`src/rtl/kto_pkg.sv`:
```
// Shared types and constants of the keyed timeout table.
package kto_pkg;

    // Table geometry.
    localparam int TIMER_SLOTS = 16;
    localparam int MAX_OUT     = 16;
    localparam int CW          = $clog2(TIMER_SLOTS + 1);
    localparam int OW          = $clog2(MAX_OUT + 1);
    localparam logic [15:0] TPS_RESET = 16'd100;

    // Request codes.
    typedef enum logic [1:0] {
        REQ_SET    = 2'd0,
        REQ_CANCEL = 2'd1,
        REQ_TICK   = 2'd2,
        REQ_NONE   = 2'd3
    } t_req;

    // Result status codes.
    typedef enum logic [2:0] {
        ST_UPDATED   = 3'd0,
        ST_INSERTED  = 3'd1,
        ST_FULL      = 3'd2,
        ST_CANCELLED = 3'd3,
        ST_NOT_FOUND = 3'd4,
        ST_EXPIRED   = 3'd5
    } t_status;

    // Operation broadcast to every cell of the chain.
    typedef enum logic [1:0] {
        CELL_HOLD,
        CELL_ROT,
        CELL_DROP,
        CELL_GROW
    } t_cell_op;

    // Sequencer states.
    typedef enum logic [2:0] {
        S_IDLE,
        S_PREP,
        S_WHEN,
        S_SCAN,
        S_FINISH
    } t_state;

    // One stored timer.
    typedef struct packed {
        logic [31:0] cookie;
        logic [47:0] expiry;
        logic [7:0]  tag;
    } t_entry;

    // Control bundle from the sequencer to the cells.
    typedef struct packed {
        t_cell_op    op;
        logic [CW-1:0] cnt;
        logic [31:0] key;
        t_entry      fb;
    } t_cell_ctl;

    // One result item.
    typedef struct packed {
        t_status     status;
        logic [31:0] cookie;
        logic [7:0]  tag;
        logic        last;
    } t_result;

endpackage

```
`src/rtl/kto_cell.sv`:
```
// One list position of the timer chain: holds an entry and shifts with its neighbors.
module kto_cell
    import kto_pkg::*;
(
    input  logic          i_clk,
    input  logic          i_rst_n,
    input  logic [CW-1:0] i_index,
    input  t_cell_ctl     i_ctl,
    input  logic          i_right_valid,
    input  t_entry        i_right,
    output logic          o_valid,
    output t_entry        o_entry,
    output logic          o_match
);

    logic          r_valid;
    logic          n_valid;
    t_entry        r_ent;
    t_entry        n_ent;
    logic [CW-1:0] w_next_idx;

    assign w_next_idx = i_index + CW'(1);

    // Queue move: take the right neighbor, take the pushed entry at the tail, clear the tail, or hold.
    always_comb begin
        n_valid = r_valid;
        n_ent   = r_ent;
        case (i_ctl.op)
            CELL_ROT: begin
                if (w_next_idx < i_ctl.cnt) begin
                    n_valid = i_right_valid;
                    n_ent   = i_right;
                end else if (w_next_idx == i_ctl.cnt) begin
                    n_valid = 1'b1;
                    n_ent   = i_ctl.fb;
                end
            end
            CELL_DROP: begin
                if (w_next_idx < i_ctl.cnt) begin
                    n_valid = i_right_valid;
                    n_ent   = i_right;
                end else if (w_next_idx == i_ctl.cnt) begin
                    n_valid = 1'b0;
                end
            end
            CELL_GROW: begin
                if (i_index == i_ctl.cnt) begin
                    n_valid = 1'b1;
                    n_ent   = i_ctl.fb;
                end
            end
            default: begin
                n_valid = r_valid;
            end
        endcase
    end

    // Valid flag is control state; the entry itself needs no reset.
    always_ff @(posedge i_clk) begin
        if (!i_rst_n) begin
            r_valid <= 1'b0;
        end else begin
            r_valid <= n_valid;
        end
    end

    always_ff @(posedge i_clk) begin
        r_ent <= n_ent;
    end

    assign o_valid = r_valid;
    assign o_entry = r_ent;
    assign o_match = r_valid && (r_ent.cookie == i_ctl.key);

endmodule

```
`config.mk`:
```
export PLATFORM = sky130hd
export DESIGN_NAME = kto_cell
export DESIGN_NICKNAME = d
export VERILOG_FILES = /design/src/rtl/kto_pkg.sv /design/src/rtl/kto_cell.sv
export SDC_FILE = /design/constraint.sdc
export NUM_CORES = 1
export LEC_CHECK = 0
export ABC_AREA = 1
export BUFFER_PORTS_ARGS = -buffer_cell sky130_fd_sc_hd__buf_4
export CAP_MARGIN = 5
export CORE_AREA = 2 2 121 123
export DETAILED_ROUTE_END_ITERATION = 8
export DIE_AREA = 0 0 123 125
export GPL_ROUTABILITY_DRIVEN = 1
export PLACE_DENSITY = 0.66
export SYNTH_ARGS = -nofsm -noshare
export SYNTH_HDL_FRONTEND = slang
export SYNTH_SLANG_ARGS = --single-unit
```
`constraint.sdc`:
```
create_clock -name i_clk -period 7.3 [get_ports i_clk]
set_clock_uncertainty 0.05 [all_clocks]
set_input_delay 0.365 -clock i_clk [delete_from_list [all_inputs] [get_ports i_clk]]
set_output_delay 0.365 -clock i_clk [all_outputs]
set_load 0.03 [all_outputs]
```
### After elaboration in Yosys (flattened, before gate mapping)

Cells that the tools add are included.

| word-level totals | value |
|---|---|
| output and inout port bits | 90 |
| logic and storage cells | 31 |
| input bits | 223 |
| register bits after elaboration | 89 |

| operators by class | value |
|---|---|
| reductions and logical operators | 4 |
| mux-type cells | 11 |
| add/sub/neg operators | 1 |
| magnitude comparators | 1 |
| equality and inequality tests | 10 |

Operators by type and width:

| cell | number |
|---|---|
| two-way mux 88 bit | 4 |
| one-hot mux 88 bit (3 select lines) | 1 |
| == test 32 bit | 1 |
| == test 5 bit | 2 |
| AND reduction 4 bit | 2 |
| != test 3 bit (second input constant) | 2 |
| adder 5 x 1 -> 5 bit (second input constant) | 1 |
| less-than comparator 5 bit | 1 |
| two-way mux 1 bit | 5 |
| == test 2 bit (second input constant) | 2 |
| != test 2 bit (second input constant) | 2 |
| one-hot mux 1 bit (3 select lines) | 1 |
| nonzero test 3 bit | 1 |
| == test 2 x 1 -> 1 bit (second input constant) | 1 |
| logical AND 1 bit | 1 |

### Depth between registers and ports, before layout

| logic depth | value |
|---|---|
| word-level depth | 5 |
| depth in mapped cells | 13 |
| mapped depth without buffers | 13 |

### Least setup slack after synthesis

OpenSTA, ideal clock, no wires.

| timing path | value |
|---|---|
| path kind | input to register |
| start | input i_index[0] |
| end | register r_ent, in the netlist o_entry[0], enable pin |
| required time | 6.686 ns |
| setup time | 0.564 ns |
| setup slack | 0.878 ns |
| cell stages on the path | 9 |
| buffers on the path | 0 |
| arrival | 5.808 ns |
| path through | ha_1 -> nand3_1 -> xor2_1 -> ha_1 -> a21oi_1 -> nand3_1 -> nand2_1 -> a21oi_1 -> a21oi_1 |

| on the way | value |
|---|---|
| longest elaborated chain between the ends | 4 |
| elaborated cells between the ends (all ways) | 8 |
| classes of those cells | 1 x add/sub; 1 x order compare; 5 x eq/ne; 1 x reduce/logical |

RTL lines:

| element | line | source |
|---|---|---|
| start: declaration | kto_cell.sv:7 | `input logic [CW-1:0] i_index,` |
| adder 5 x 1 -> 5 bit | kto_cell.sv:22 | `assign w_next_idx = i_index + CW'(1);` |
| less-than comparator 5 bit or == test 5 bit (tied branches) | kto_cell.sv:30, kto_cell.sv:39, kto_cell.sv:33 |  |
| != test 3 bit (no line) or != test 2 bit (tied branches) | n/a |  |
| AND reduction 4 bit (no line) (*) | n/a |  |
| end signal: assignment | kto_cell.sv:68 | `r_ent <= n_ent;` |
| end: declaration | kto_cell.sv:18 | `t_entry r_ent;` |

Every way passes the cells marked *; elsewhere a longest branch is shown, timed or not.
A chain may end at the register's enable or synchronous reset.

==> impl_metrics.toml <==
[clock_network]
tritoncts = "built"
cts_sinks = 89
cts.root.buffer_cell = "clkbuf_16"
clk_latency_ns = 0.33
path_clk_slew_ns = 0.06
h-tree-depth = 3
post_cts_resized = 0
cts_hold_buf = 0
post-cts-setup-buffers = 0
cts_buffers = 9
clock_path_buffers = 2

[sta]
slew_headroom_pct = 22.5
min_period_ns = 3.19
rsz0062_at_grt = "false"
hold_viol_final = 0
max_freq_mhz = 313
final.setup.tns_ns = 0
slew_violations = 0
finalCritPeriodShare_pct = 43.7
finalSetupViolations = 0
worst_pin_slew_ns = 1.16

[critical_path]
r2r-start = "o_valid"
cp_cell_sequence = "buf_4 -> ha_1 -> nand3_1 -> xor2_1 -> ha_1 -> a21oi_1 -> nand4_2 -> nand2_4 -> buf_4 -> mux2_2"
r2r_setup_slack_ns = 6.62
setup.worst_path.start_class = "primary input"
slowest_delay_ns = 0.70
critPathMaxFanout = 55
critPathRequiredTime_ns = 7.33
arrival_ns = 3.22
critPathCaptureType = "flip-flop"
crit_path_top_delay_cell = "buf_4"
path_buf_inv = 2
r2r_end = "o_valid"
path_class = "in -> reg"
reg2reg_depth = 2
path_delay_family = "buffers and inverters"

[global_routing]
grt_max_degree = 89
gr-total-overflow = 0
antenna_found_initial = 0
grt_pass1_wl_um = 20700
grt_usage_pct = 17.7
grt_pass1_vias = 4121

[die]
initial_core_util_pct = 32.4
die_area_sq_um = 15400
fp-row-count = 44
core_area_sq_um = 14200
die_h_um = 125
die_x_um = 123
ioPinCount = 313

[routing]
antenna_left = 0
vias = 3867
wire_per_inst_um = 16.4
dr.pass1.iters = 4
wl_um = 13900
drc = 0
drt_first_iter_violations = 169
avgViaCountPerCell = 4.55

[layout]
final_net_count = 889
n_antenna_cell = 0
postLayoutCoreUtil_pct = 52.5
area_growth_syn_to_layout_pct = 61.9
fillers = 1222
multi_input_area_sq_um = 1760
drive_gt1_share_pct = 63.6
final-seq-area_sq_um = 2660

[synth]
yosys_warnings = 0
syn_avg_cell_area_sq_um = 13.4
syn-cell-area_sq_um = 4600
synthCells = 344
ys_ff_latch = 89
syn_nets = 573
synth.distinct_cells = 28
ys_seq_area_share_pct = 57.8

[min_path]
min_path_cells = 3
hold_path_end = "o_valid"
hold_path_class = "in -> reg"
hp-start = "i_rst_n"

[job]
maxCapViolCount = 0

[outcome]
status = "completed"

[power]
leakage_nw = 3.42
pwr_density_cell_nw_per_um2 = 239
ir_drop_mv = 0.129

[place]
gp_congestion = 0.815
portBuffers = 312
hpwl_um = 11200
[per-stage QoR]
stage               power, W  instances  hold WS [ns]  area (sq um)  setup WS (ns)
finish               0.00178        849         0.238          7450           4.11
global route         0.00186        849         0.246          7450           3.92
CTS                  0.00180        849         0.214          7450           4.10
detailed placement   0.00131        833         0.494          7140           3.74
global placement     0.00130        833         0.481          7140           3.81
floorplan            0.00105        344         0.436          4600          0.878
[per-layer routing]
| metal | share of wire, % | global-route usage, % | vias up |
|---|---|---|---|
| li1 | - | - | 1866 |
| met1 | 36 | 19.2 | 1783 |
| met2 | 52 | 31.9 | 194 |
| met3 | 9.6 | 5.34 | 24 |
| met4 | 2.5 | 6.89 | 0 |
| met5 | 0 | 0 | - |
[synth_stat cells]
cell type	instances	area (sq um)
a21o_1	1	7.51
or2_2	3	18.8
edfxtp_1	88	2640
nor3_1	2	10.0
buf_2	6	30.0
buf_6	3	33.8
ha_1	6	75.1
nand2_2	1	6.26
a21oi_1	7	35.0
o211ai_1	1	7.51
nand4_1	3	18.8
xor2_1	12	105
nor2_1	18	67.6
nor2_2	1	6.26
dfxtp_1	1	20.0
nor4_1	1	6.26
a221oi_1	1	8.76
nand4_2	1	12.5
nand3b_1	1	7.51
a22o_1	1	8.76
mux2_2	68	766
mux2_4	20	300
nand2_1	40	150
nand3_1	7	35.0
xnor2_1	2	17.5
o21ai_0	10	50.1
inv_1	35	131
o22ai_1	4	25.0
[how the worst max path moves through the flow]
stage | slack [ns] | cells past startpoint | to | startpoint
final | 4.11 | 10 | o_entry[68] | i_index[0]
after global placement | 3.81 | 10 | o_entry[39] | i_index[0]
after floorplan | 0.88 | 9 | o_entry[0] | i_index[0]
after global routing | 3.92 | 12 | o_entry[68] | i_index[0]
after detailed placement | 3.74 | 10 | o_entry[71] | i_index[0]
after CTS | 4.10 | 10 | o_entry[71] | i_index[0]
[cell type report]
| cell class | instances | area share (%) |
|---|---|---|
| tap | 184 | 3.09 |
| sequential | 89 | 35.7 |
| timing repair buffer | 314 | 31.6 |
| multi-input combinational | 211 | 23.6 |
| inverter | 35 | 1.76 |
| clock inverter | 7 | 1.14 |
| clock buffer | 9 | 3.02 |
[state kept, by name (all words and copies together) (netlist names)]
signal and flops:
o_valid 1, o_entry 88
[worst reg2reg max path, delay by kind of cell (launching register included)]
family           cells  cell delay (ns)
AND/OR/NAND/NOR      1             0.14
flip-flops           1             0.37
AO/OA/AOI/OAI        1             0.05
[cells by family after synthesis]
logic type               synth area share, %
flip-flops                              57.8
multiplexers                            23.2
AND/OR/NAND/NOR                         7.37
buffers and inverters                   4.24
AO/OA/AOI/OAI                           3.10
XOR/XNOR                                2.66
adder cells (fa/ha/maj)                 1.63
[where the power goes]
| part | leakage (nW) | total, W | switching, W | internal, W |
|---|---|---|---|---|
| logic | 2.43 | 0.000586 | 0.000320 | 0.000266 |
| registers | 0.846 | 0.000710 | 0.0000398 | 0.000670 |
| clock network | 0.150 | 0.000484 | 0.000188 | 0.000296 |
[placed cells by master (no fill, tap or decap), types with 2 or more instances in the layout]
master and count:
nand2_1 40, ha_1 6, nand3_1 7, clkbuf_16 9
xnor2_1 2, a21oi_1 6, inv_1 35, bufinv_16 2
nand4_1 3, buf_4 314, clkinv_1 2, o22ai_1 4
or2_2 3, nor2_1 18, xor2_1 12, mux2_2 68
mux2_4 20, edfxtp_1 88, nor3_1 2, clkinv_2 2
o21ai_0 10
(Power assumes the default switching activity.)
